===== src/hw/rtl/pit_pkg.sv =====
package pit_pkg;

  localparam int DEPTH_DEF    = 64;
  localparam int GID_BITS_DEF = 16;
  localparam int SLOT_W       = 6;
  localparam int ID_W         = 16;
  localparam int MASK_W       = 64;

  typedef enum logic [2:0] {
    CMD_ADD     = 3'd0,
    CMD_REMOVE  = 3'd1,
    CMD_SLOT2ID = 3'd2,
    CMD_ID2SLOT = 3'd3,
    CMD_CLEAR   = 3'd4,
    CMD_COMPACT = 3'd5
  } cmd_t;

  typedef enum logic [1:0] {
    ST_OK   = 2'd0,
    ST_MISS = 2'd1,
    ST_FULL = 2'd2
  } stat_t;

  typedef enum logic [3:0] {
    S_IDLE, S_FIND, S_POP, S_WRITE, S_LOOK, S_LOOKR, S_COUNT, S_MAP, S_EMIT
  } state_t;

  typedef struct packed {
    logic  latch;
    logic  scan_from1;
    logic  scan;
    logic  look;
    logic  lookr;
    logic  pop_rd;
    logic  take_pop;
    logic  set_new;
    logic  wr_add;
    logic  set_hit;
    logic  rm;
    logic  clr;
    logic  cnt;
    logic  cmp_fix;
    logic  cmp_emit;
    logic  emit;
    stat_t stat;
  } dp_cmd_t;

  typedef struct packed {
    logic id_zero;
    logic hit;
    logic miss;
    logic free_nz;
    logic free_full;
    logic tbl_full;
    logic look_ok;
    logic row;
    logic last_row;
  } dp_stat_t;

  function automatic logic [3:0] bits_for(logic [7:0] h);
    logic [3:0] n;
    n = 4'd0;
    for (int b = 0; b < 8; b++) begin
      if ((9'd1 << b) < ({1'b0, h} + 9'd1)) n = 4'(b + 1);
    end
    return n;
  endfunction

endpackage


===== src/hw/rtl/palette_index_table.sv =====
// Palette index table: maps global type ids to local slots, slot 0 holding the
// empty type. A request is taken when start is high and busy low; results come
// out one per cycle with out_valid and cannot be held off, so the receiver must
// take every strobe. busy stays high while a request is worked on, and a single
// result shows in the first cycle with busy low again. Add, remove and
// id-to-slot walk the slot memory one entry a cycle through its single read
// port. An add that misses reuses a freed slot if there is one, else opens a
// new slot, else reports a full table. Slot-to-id reads the entry at the given
// index, and clear and unknown commands go straight to their result.
// Compact walks the table twice, once to count kept slots and once to move
// them. Its results come one a cycle during the second walk, and the last
// one shows as busy drops. A new request may be taken in the cycle the last
// result shows.
module palette_index_table #(
  parameter int PALETTE_DEPTH  = pit_pkg::DEPTH_DEF,
  parameter int GLOBAL_ID_BITS = pit_pkg::GID_BITS_DEF
) (
  input  logic                         clk,
  input  logic                         rst_n,
  input  logic                         start,
  output logic                         busy,
  input  logic [2:0]                   in_command,
  input  logic [pit_pkg::ID_W-1:0]     in_global_id,
  input  logic [pit_pkg::SLOT_W-1:0]   in_local_index,
  input  logic [pit_pkg::MASK_W-1:0]   in_used_mask,
  output logic                         out_valid,
  output logic [pit_pkg::SLOT_W-1:0]   out_local_index_res,
  output logic [pit_pkg::SLOT_W-1:0]   out_mapped_index,
  output logic [pit_pkg::ID_W-1:0]     out_global_id_res,
  output logic [1:0]                   out_status,
  output logic [2:0]                   out_bits_needed,
  output logic                         out_last
);

  pit_pkg::dp_cmd_t  cmd;
  pit_pkg::dp_stat_t st;

  pit_ctrl u_ctrl (
    .clk        (clk),
    .rst_n      (rst_n),
    .start      (start),
    .in_command (in_command),
    .st_i       (st),
    .cmd_o      (cmd),
    .busy       (busy)
  );

  pit_dp #(
    .PALETTE_DEPTH  (PALETTE_DEPTH),
    .GLOBAL_ID_BITS (GLOBAL_ID_BITS)
  ) u_dp (
    .clk                 (clk),
    .rst_n               (rst_n),
    .cmd_i               (cmd),
    .st_o                (st),
    .in_global_id        (in_global_id),
    .in_local_index      (in_local_index),
    .in_used_mask        (in_used_mask),
    .out_valid           (out_valid),
    .out_local_index_res (out_local_index_res),
    .out_mapped_index    (out_mapped_index),
    .out_global_id_res   (out_global_id_res),
    .out_status          (out_status),
    .out_bits_needed     (out_bits_needed),
    .out_last            (out_last)
  );

endmodule


===== src/hw/rtl/pit_ctrl.sv =====
module pit_ctrl (
  input  logic              clk,
  input  logic              rst_n,
  input  logic              start,
  input  logic [2:0]        in_command,
  input  pit_pkg::dp_stat_t st_i,
  output pit_pkg::dp_cmd_t  cmd_o,
  output logic              busy
);

  pit_pkg::state_t state_r, state_nxt;
  pit_pkg::cmd_t   req_r, req_nxt;
  pit_pkg::stat_t  stat_r, stat_nxt;

  always_ff @(posedge clk) begin
    if (!rst_n) begin
      state_r <= pit_pkg::S_IDLE;
      req_r   <= pit_pkg::CMD_ADD;
      stat_r  <= pit_pkg::ST_OK;
    end else begin
      state_r <= state_nxt;
      req_r   <= req_nxt;
      stat_r  <= stat_nxt;
    end
  end

  always_comb begin
    state_nxt = state_r;
    req_nxt   = req_r;
    stat_nxt  = stat_r;
    cmd_o     = '0;
    cmd_o.stat = stat_r;
    case (state_r)
      pit_pkg::S_IDLE: begin
        if (start) begin
          cmd_o.latch      = 1'b1;
          cmd_o.scan_from1 = 1'b1;
          req_nxt          = pit_pkg::cmd_t'(in_command);
          stat_nxt         = pit_pkg::ST_OK;
          case (pit_pkg::cmd_t'(in_command))
            pit_pkg::CMD_ADD, pit_pkg::CMD_REMOVE, pit_pkg::CMD_ID2SLOT:
              state_nxt = pit_pkg::S_FIND;
            pit_pkg::CMD_SLOT2ID: state_nxt = pit_pkg::S_LOOK;
            pit_pkg::CMD_CLEAR: begin
              cmd_o.clr = 1'b1;
              state_nxt = pit_pkg::S_EMIT;
            end
            pit_pkg::CMD_COMPACT: state_nxt = pit_pkg::S_COUNT;
            default: begin
              stat_nxt  = pit_pkg::ST_MISS;
              state_nxt = pit_pkg::S_EMIT;
            end
          endcase
        end
      end
      pit_pkg::S_FIND: begin
        if (st_i.id_zero) begin
          stat_nxt  = (req_r == pit_pkg::CMD_REMOVE) ? pit_pkg::ST_MISS : pit_pkg::ST_OK;
          state_nxt = pit_pkg::S_EMIT;
        end else if (st_i.hit) begin
          state_nxt = pit_pkg::S_EMIT;
          if (req_r == pit_pkg::CMD_REMOVE && st_i.free_full) begin
            stat_nxt = pit_pkg::ST_MISS;
          end else begin
            cmd_o.set_hit = 1'b1;
            cmd_o.rm      = (req_r == pit_pkg::CMD_REMOVE);
            stat_nxt      = pit_pkg::ST_OK;
          end
        end else if (st_i.miss) begin
          if (req_r != pit_pkg::CMD_ADD) begin
            stat_nxt  = pit_pkg::ST_MISS;
            state_nxt = pit_pkg::S_EMIT;
          end else if (st_i.free_nz) begin
            cmd_o.pop_rd = 1'b1;
            state_nxt    = pit_pkg::S_POP;
          end else if (!st_i.tbl_full) begin
            cmd_o.set_new = 1'b1;
            state_nxt     = pit_pkg::S_WRITE;
          end else begin
            stat_nxt  = pit_pkg::ST_FULL;
            state_nxt = pit_pkg::S_EMIT;
          end
        end else begin
          cmd_o.scan = 1'b1;
        end
      end
      pit_pkg::S_POP: begin
        cmd_o.take_pop = 1'b1;
        state_nxt      = pit_pkg::S_WRITE;
      end
      pit_pkg::S_WRITE: begin
        cmd_o.wr_add = 1'b1;
        stat_nxt     = pit_pkg::ST_OK;
        state_nxt    = pit_pkg::S_EMIT;
      end
      pit_pkg::S_LOOK: begin
        cmd_o.look = 1'b1;
        state_nxt  = pit_pkg::S_LOOKR;
      end
      pit_pkg::S_LOOKR: begin
        cmd_o.lookr = 1'b1;
        stat_nxt    = st_i.look_ok ? pit_pkg::ST_OK : pit_pkg::ST_MISS;
        state_nxt   = pit_pkg::S_EMIT;
      end
      pit_pkg::S_COUNT: begin
        cmd_o.cnt = st_i.row;
        if (st_i.miss) begin
          cmd_o.cmp_fix = 1'b1;
          state_nxt     = pit_pkg::S_MAP;
        end else begin
          cmd_o.scan = 1'b1;
        end
      end
      pit_pkg::S_MAP: begin
        cmd_o.scan     = 1'b1;
        cmd_o.cmp_emit = st_i.row;
        if (st_i.last_row) state_nxt = pit_pkg::S_IDLE;
      end
      pit_pkg::S_EMIT: begin
        cmd_o.emit = 1'b1;
        state_nxt  = pit_pkg::S_IDLE;
      end
      default: state_nxt = pit_pkg::S_IDLE;
    endcase
  end

  assign busy = (state_r != pit_pkg::S_IDLE);

endmodule


===== src/hw/rtl/pit_dp.sv =====
module pit_dp #(
  parameter int PALETTE_DEPTH  = pit_pkg::DEPTH_DEF,
  parameter int GLOBAL_ID_BITS = pit_pkg::GID_BITS_DEF
) (
  input  logic                         clk,
  input  logic                         rst_n,
  input  pit_pkg::dp_cmd_t             cmd_i,
  output pit_pkg::dp_stat_t            st_o,
  input  logic [pit_pkg::ID_W-1:0]     in_global_id,
  input  logic [pit_pkg::SLOT_W-1:0]   in_local_index,
  input  logic [pit_pkg::MASK_W-1:0]   in_used_mask,
  output logic                         out_valid,
  output logic [pit_pkg::SLOT_W-1:0]   out_local_index_res,
  output logic [pit_pkg::SLOT_W-1:0]   out_mapped_index,
  output logic [pit_pkg::ID_W-1:0]     out_global_id_res,
  output logic [1:0]                   out_status,
  output logic [2:0]                   out_bits_needed,
  output logic                         out_last
);

  localparam int IW  = $clog2(PALETTE_DEPTH);
  localparam int CW  = $clog2(PALETTE_DEPTH + 1);
  localparam int IDW = GLOBAL_ID_BITS;

  logic [IDW-1:0] slot_mem [PALETTE_DEPTH];
  logic [IW-1:0]  free_mem [PALETTE_DEPTH];

  logic [IDW-1:0]                 id_r, rd_r, res_gid_r;
  logic [pit_pkg::SLOT_W-1:0]     li_r, res_slot_r;
  logic [pit_pkg::MASK_W-1:0]     mask_r;
  logic [IW-1:0]                  free_rd_r, highest_r, addr_q_r, tgt_r;
  logic [CW-1:0]                  slot_count_r, free_count_r, oldc_r, ptr_r, kept_r;
  logic                           live_r, vld_r, zero_q_r, look_ok_r;

  logic                           out_valid_r, out_last_r;
  logic [pit_pkg::SLOT_W-1:0]     out_slot_r, out_map_r;
  logic [pit_pkg::ID_W-1:0]       out_gid_r;
  logic [1:0]                     out_stat_r;
  logic [2:0]                     out_bits_r;

  logic [IDW-1:0] rd_id, mem_wd;
  logic [IW-1:0]  mem_wa, mem_ra;
  logic           mem_we, kp, kept2, row, last_row, look_ok;

  assign rd_id    = zero_q_r ? '0 : rd_r;
  assign row      = live_r && vld_r;
  assign last_row = row && ((CW'(addr_q_r) + 1'b1) == oldc_r);
  assign kp       = (rd_id != '0) && (32'(addr_q_r) < 32'd64) && mask_r[6'(addr_q_r)];
  assign kept2    = (addr_q_r == '0) || kp;
  assign look_ok  = (32'(li_r) < 32'(slot_count_r)) && (32'(li_r) < PALETTE_DEPTH);

  assign st_o.id_zero   = (id_r == '0);
  assign st_o.hit       = row && (rd_id == id_r);
  assign st_o.miss      = live_r && !vld_r;
  assign st_o.free_nz   = (free_count_r != '0);
  assign st_o.free_full = (32'(free_count_r) >= PALETTE_DEPTH);
  assign st_o.tbl_full  = (32'(slot_count_r) >= PALETTE_DEPTH);
  assign st_o.look_ok   = look_ok_r;
  assign st_o.row       = row;
  assign st_o.last_row  = last_row;

  always_comb begin
    mem_we = 1'b0;
    mem_wa = tgt_r;
    mem_wd = id_r;
    if (cmd_i.wr_add) begin
      mem_we = 1'b1;
    end else if (cmd_i.rm) begin
      mem_we = 1'b1;
      mem_wa = addr_q_r;
      mem_wd = '0;
    end else if (cmd_i.cmp_emit && kept2 && addr_q_r != '0) begin
      mem_we = 1'b1;
      mem_wa = kept_r[IW-1:0];
      mem_wd = rd_id;
    end
  end

  assign mem_ra = cmd_i.look ? IW'(li_r) : ptr_r[IW-1:0];

  always_ff @(posedge clk) begin
    if (mem_we) slot_mem[mem_wa] <= mem_wd;
    rd_r <= slot_mem[mem_ra];
    if (cmd_i.rm) free_mem[free_count_r[IW-1:0]] <= addr_q_r;
    free_rd_r <= free_mem[free_count_r[IW-1:0] - 1'b1];
  end

  always_ff @(posedge clk) begin
    if (cmd_i.latch) begin
      id_r       <= IDW'({32'd0, in_global_id});
      li_r       <= in_local_index;
      mask_r     <= in_used_mask;
      oldc_r     <= slot_count_r;
      res_slot_r <= '0;
      res_gid_r  <= '0;
      kept_r     <= CW'(1);
    end
    if (cmd_i.scan) begin
      addr_q_r <= ptr_r[IW-1:0];
      vld_r    <= (ptr_r < oldc_r);
      zero_q_r <= (ptr_r == '0);
      ptr_r    <= ptr_r + 1'b1;
    end
    if (cmd_i.scan_from1) ptr_r <= CW'(1);
    if (cmd_i.look) begin
      zero_q_r  <= (li_r == '0);
      look_ok_r <= look_ok;
    end
    if (cmd_i.lookr) begin
      res_slot_r <= li_r;
      res_gid_r  <= look_ok_r ? rd_id : '0;
    end
    if (cmd_i.set_hit) begin
      tgt_r      <= addr_q_r;
      res_slot_r <= pit_pkg::SLOT_W'(addr_q_r);
    end
    if (cmd_i.take_pop) tgt_r <= free_rd_r;
    if (cmd_i.set_new)  tgt_r <= slot_count_r[IW-1:0];
    if (cmd_i.wr_add)   res_slot_r <= pit_pkg::SLOT_W'(tgt_r);
    if (cmd_i.cnt && kp) kept_r <= kept_r + 1'b1;
    if (cmd_i.cmp_fix) begin
      ptr_r  <= '0;
      kept_r <= CW'(1);
    end
    if (cmd_i.cmp_emit && kept2 && addr_q_r != '0) kept_r <= kept_r + 1'b1;
    if (cmd_i.emit) begin
      out_slot_r <= res_slot_r;
      out_map_r  <= '0;
      out_gid_r  <= pit_pkg::ID_W'(res_gid_r);
      out_stat_r <= cmd_i.stat;
      out_last_r <= 1'b1;
      out_bits_r <= 3'(pit_pkg::bits_for(8'(highest_r)));
    end
    if (cmd_i.cmp_emit) begin
      out_slot_r <= pit_pkg::SLOT_W'(addr_q_r);
      out_map_r  <= (kept2 && addr_q_r != '0) ? pit_pkg::SLOT_W'(kept_r) : '0;
      out_gid_r  <= pit_pkg::ID_W'(rd_id);
      out_stat_r <= kept2 ? pit_pkg::ST_OK : pit_pkg::ST_MISS;
      out_last_r <= last_row;
      out_bits_r <= 3'(pit_pkg::bits_for(8'(highest_r)));
    end
  end

  always_ff @(posedge clk) begin
    if (!rst_n) begin
      slot_count_r <= CW'(1);
      highest_r    <= '0;
      free_count_r <= '0;
      live_r       <= 1'b0;
      out_valid_r  <= 1'b0;
    end else begin
      out_valid_r <= cmd_i.emit || cmd_i.cmp_emit;
      if (cmd_i.scan) live_r <= 1'b1;
      if (cmd_i.scan_from1 || cmd_i.cmp_fix) live_r <= 1'b0;
      if (cmd_i.rm) free_count_r <= free_count_r + 1'b1;
      if (cmd_i.pop_rd) free_count_r <= free_count_r - 1'b1;
      if (cmd_i.set_new) slot_count_r <= slot_count_r + 1'b1;
      if (cmd_i.wr_add && tgt_r > highest_r) highest_r <= tgt_r;
      if (cmd_i.clr) begin
        slot_count_r <= CW'(1);
        highest_r    <= '0;
        free_count_r <= '0;
      end
      if (cmd_i.cmp_fix) begin
        slot_count_r <= kept_r;
        highest_r    <= IW'(kept_r - 1'b1);
        free_count_r <= '0;
      end
    end
  end

  assign out_valid           = out_valid_r;
  assign out_local_index_res = out_slot_r;
  assign out_mapped_index    = out_map_r;
  assign out_global_id_res   = out_gid_r;
  assign out_status          = out_stat_r;
  assign out_bits_needed     = out_bits_r;
  assign out_last            = out_last_r;

endmodule


===== config.mk =====
export PLATFORM = sky130hd
export DESIGN_NAME = palette_index_table
export DESIGN_NICKNAME = d
export VERILOG_FILES = /design/src/hw/rtl/pit_pkg.sv /design/src/hw/rtl/palette_index_table.sv /design/src/hw/rtl/pit_ctrl.sv /design/src/hw/rtl/pit_dp.sv
export SDC_FILE = /design/constraint.sdc
export NUM_CORES = 2
export LEC_CHECK = 0
export BUFFER_PORTS_ARGS = -buffer_cell sky130_fd_sc_hd__buf_2
export CAP_MARGIN = 20
export CORE_ASPECT_RATIO = 0.9
export CORE_UTILIZATION = 45
export DETAILED_ROUTE_END_ITERATION = 6
export PLACE_DENSITY = 0.67
export SYNTH_ARGS = -nofsm -noshare
export SYNTH_HDL_FRONTEND = slang
export SYNTH_SLANG_ARGS = --single-unit

===== constraint.sdc =====
create_clock -name clk -period 6.39 [get_ports clk]
set_input_delay 0.639 -clock clk [delete_from_list [all_inputs] [get_ports clk]]
set_output_delay 0.639 -clock clk [all_outputs]
set_load 0.005 [all_outputs]

==> qor.yml <==
clockRootBuffer: "clkbuf_16"
cts_setup_buffers: 0
cts_resized: 0
num_antenna_cells: 0
overflow: 0
fmax_ghz: 0.1795
synth_common_cells: "edfxtp_1, mux4_2, nor2_1"
cp.required_ns: 6.86
grt_pass1_wl_um: 237300
hold_path_class: "in -> reg"
layout.nets: 4009
initial_utilization: 0.4557
die_h_um: 364.9
avgSynthCellArea_um2: 18.38
cts_hold_repair.buffers: 72
clk_pin_slew_ns: 0.06
status: "complete, no violations"
cts_max_level: 4
total_power_mw: 29.15
drc: 0
skew_ns: 0.03536
synth-async-reset-ratio: 0
fin_tns_setup_ns: 0
grt_max_degree: 91
drive_above_1_share: 0.2298
cts_inserted_buffers: 165
synth_enable_flop_cells: 1579
dp_hpwl_um: 99760
synth_top_area_frac: 0.7199
regArea_um2: 48620
ios: 128
post_drt_wl_per_cell_um: 27.40
powerDensity_nw_per_um2: 386.5
tightest_slew_ns: 1.166
netlist_area_um2: 65860
gp_congestion: 0.9140
multi_input_area_um2: 16410
ys_types: 84
clk_latency_ns: 0.81
wl_um: 163200
hold_ws_ns: 0.05741
cp_max_fo: 42
syn-num-nets: 3708
first_pass_iters: 6
vias: 35380
hold_viol_final: 0
rsz0062_at_grt: "no"
period_needed_ns: 5.570
cts_tree: "built"
ys_seq_area_frac: 0.7382
drv_cap: 0
use_met2: 0.3216
synth_flop_cell: "edfxtp_1"
path_class: "reg -> reg"
dieArea_um2: 147900
yosysMostFrequentCell: "edfxtp_1"
grt_use_met3: 0.06267
vias_per_cell: 5.937
synth.largest_area_cell: "edfxtp_1"
slew_headroom: 0.2176
antenna_found_initial: 2
chipWidth_um: 405.3
drt_iter0_markers: 4522
worstPathArrival_ns: 6.04
period_share: 0.8717
clock_sinks: 1639
clockBufferDepth: 3
cp-end-kind: "flop"
setup_viol: 0
grt_usage: 0.2210
num_rows: 132
postSynthCellCount: 3584
gr-max-usage-layer: "met1"
vdd_drop_max_uv: 359.3
finalMaxSlewViolations: 0
grt_pass1_vias: 34800
grtUsageMet1: 0.3240
port_buffers: 127
ys_top_cells_by_area: "edfxtp_1, mux4_2, dfxtp_1, a211oi_1, nor2_1"
n_fill_cell: 11240
core_area_um2: 144500
p_leak_nw: 24.28
area_growth_pct: 14.52
cp-start-kind: "flop"
yosysWarnings: 0
ant_nets: 0
synth-seq-cells: 1639
==> cell usage in the layout, fill, tap and decap left out, drive strengths merged, types with 32 or more instances in the layout <==
master       netlist  final
nor2b             32     32
nor2             246    246
a211oi           127    127
nand2            242    242
dlygate4sd3        0     72
inv               42     47
nand3             35     35
o21ai             63     63
mux2i             45     45
and2              72     72
dfxtp             60     60
a21oi            112    112
clkinv             0     75
a311oi            34     34
clkbuf           119    199
a31oi             42     42
buf               88    269
edfxtp          1579   1579
mux4             365    365
==> metrics by stage <==
stage,setup slack (ns),cells,util,cell area (um2)
finish,0.8199,5959,0.5219,75420
global route,0.5104,5959,0.5219,75420
CTS,0.9011,5958,0.5217,75390
detailed placement,0.9370,5588,0.4810,69520
global placement,1.083,5587,0.4809,69500
floorplan,1.024,3584,-,65860
==> final cells by class <==
type	instances	share of cell area
clock buffers	199	0.05713
clock inverters	99	0.01121
inverters	42	0.002123
multi-input cells	1696	0.2176
flip-flops and latches	1639	0.6447
well taps	1943	0.03223
repair buffers	341	0.03504
==> cells by family (layout without fill, tap and decap cells) <==
group | after synthesis | in the layout | synth area share
DFF | 1639 | 1639 | 0.7382
and+or+nand+nor | 744 | 744 | 0.05274
AOI/OAI and AO/OA | 463 | 463 | 0.04833
muxes | 413 | 413 | 0.1322
buffers and inverters | 249 | 681 | 0.01655
xor gates and xnor gates | 44 | 44 | 0.005851
adders and majority gates | 32 | 32 | 0.006193
==> flip-flops by register name (all words and copies together) (netlist names), 16 cells and up <==
name,flops
u_dp.slot_mem,1024
u_dp.rd_r,16
u_dp.res_gid_r,16
u_dp.free_mem,384
u_dp.out_global_id_res,16
u_dp.id_r,16
u_dp.mask_r,64
==> worst max-delay path, cell delays in order (launching register included) <==
cell and delay, ns:
edfxtp_1 1.03, mux4_2 0.62, o31ai_1 0.21, a211oi_1 0.11, a311oi_2 0.54, or3_2 0.80
o22ai_1 0.27, a21oi_1 0.25, nand3b_1 0.76, nor2_1 0.31, buf_4 0.31
==> metal layers <==
layer / wire length (um) / vias to the layer above
met3: 16750 / 252
met1: 70190 / 18290
met5: 13 / -
li1: - / 15070
met4: 4304 / 2
met2: 71990 / 1762
==> power by group <==
part           internal, mW  switching, mW  leakage (nW)
Clock                  5.26           4.04          2.51
Sequential             12.9          0.422          14.8
Combinational          2.49           3.99          7.01
==> worst paths after layout <==
kind | from | end | slack (ns) | cells past startpoint
worst max-delay path | u_dp.addr_q_r[0] | u_dp.slot_mem[15][9] | 0.82 | 10
worst min-delay path | in_used_mask[60] | u_dp.mask_r[60] | 0.06 | 1
worst max register to register | u_dp.addr_q_r[0] | u_dp.slot_mem[15][9] | 0.82 | 10
worst min register to register | u_ctrl.req_r[2] | u_ctrl.req_r[2] | 0.50 | 2
(Power assumes the default switching activity.)
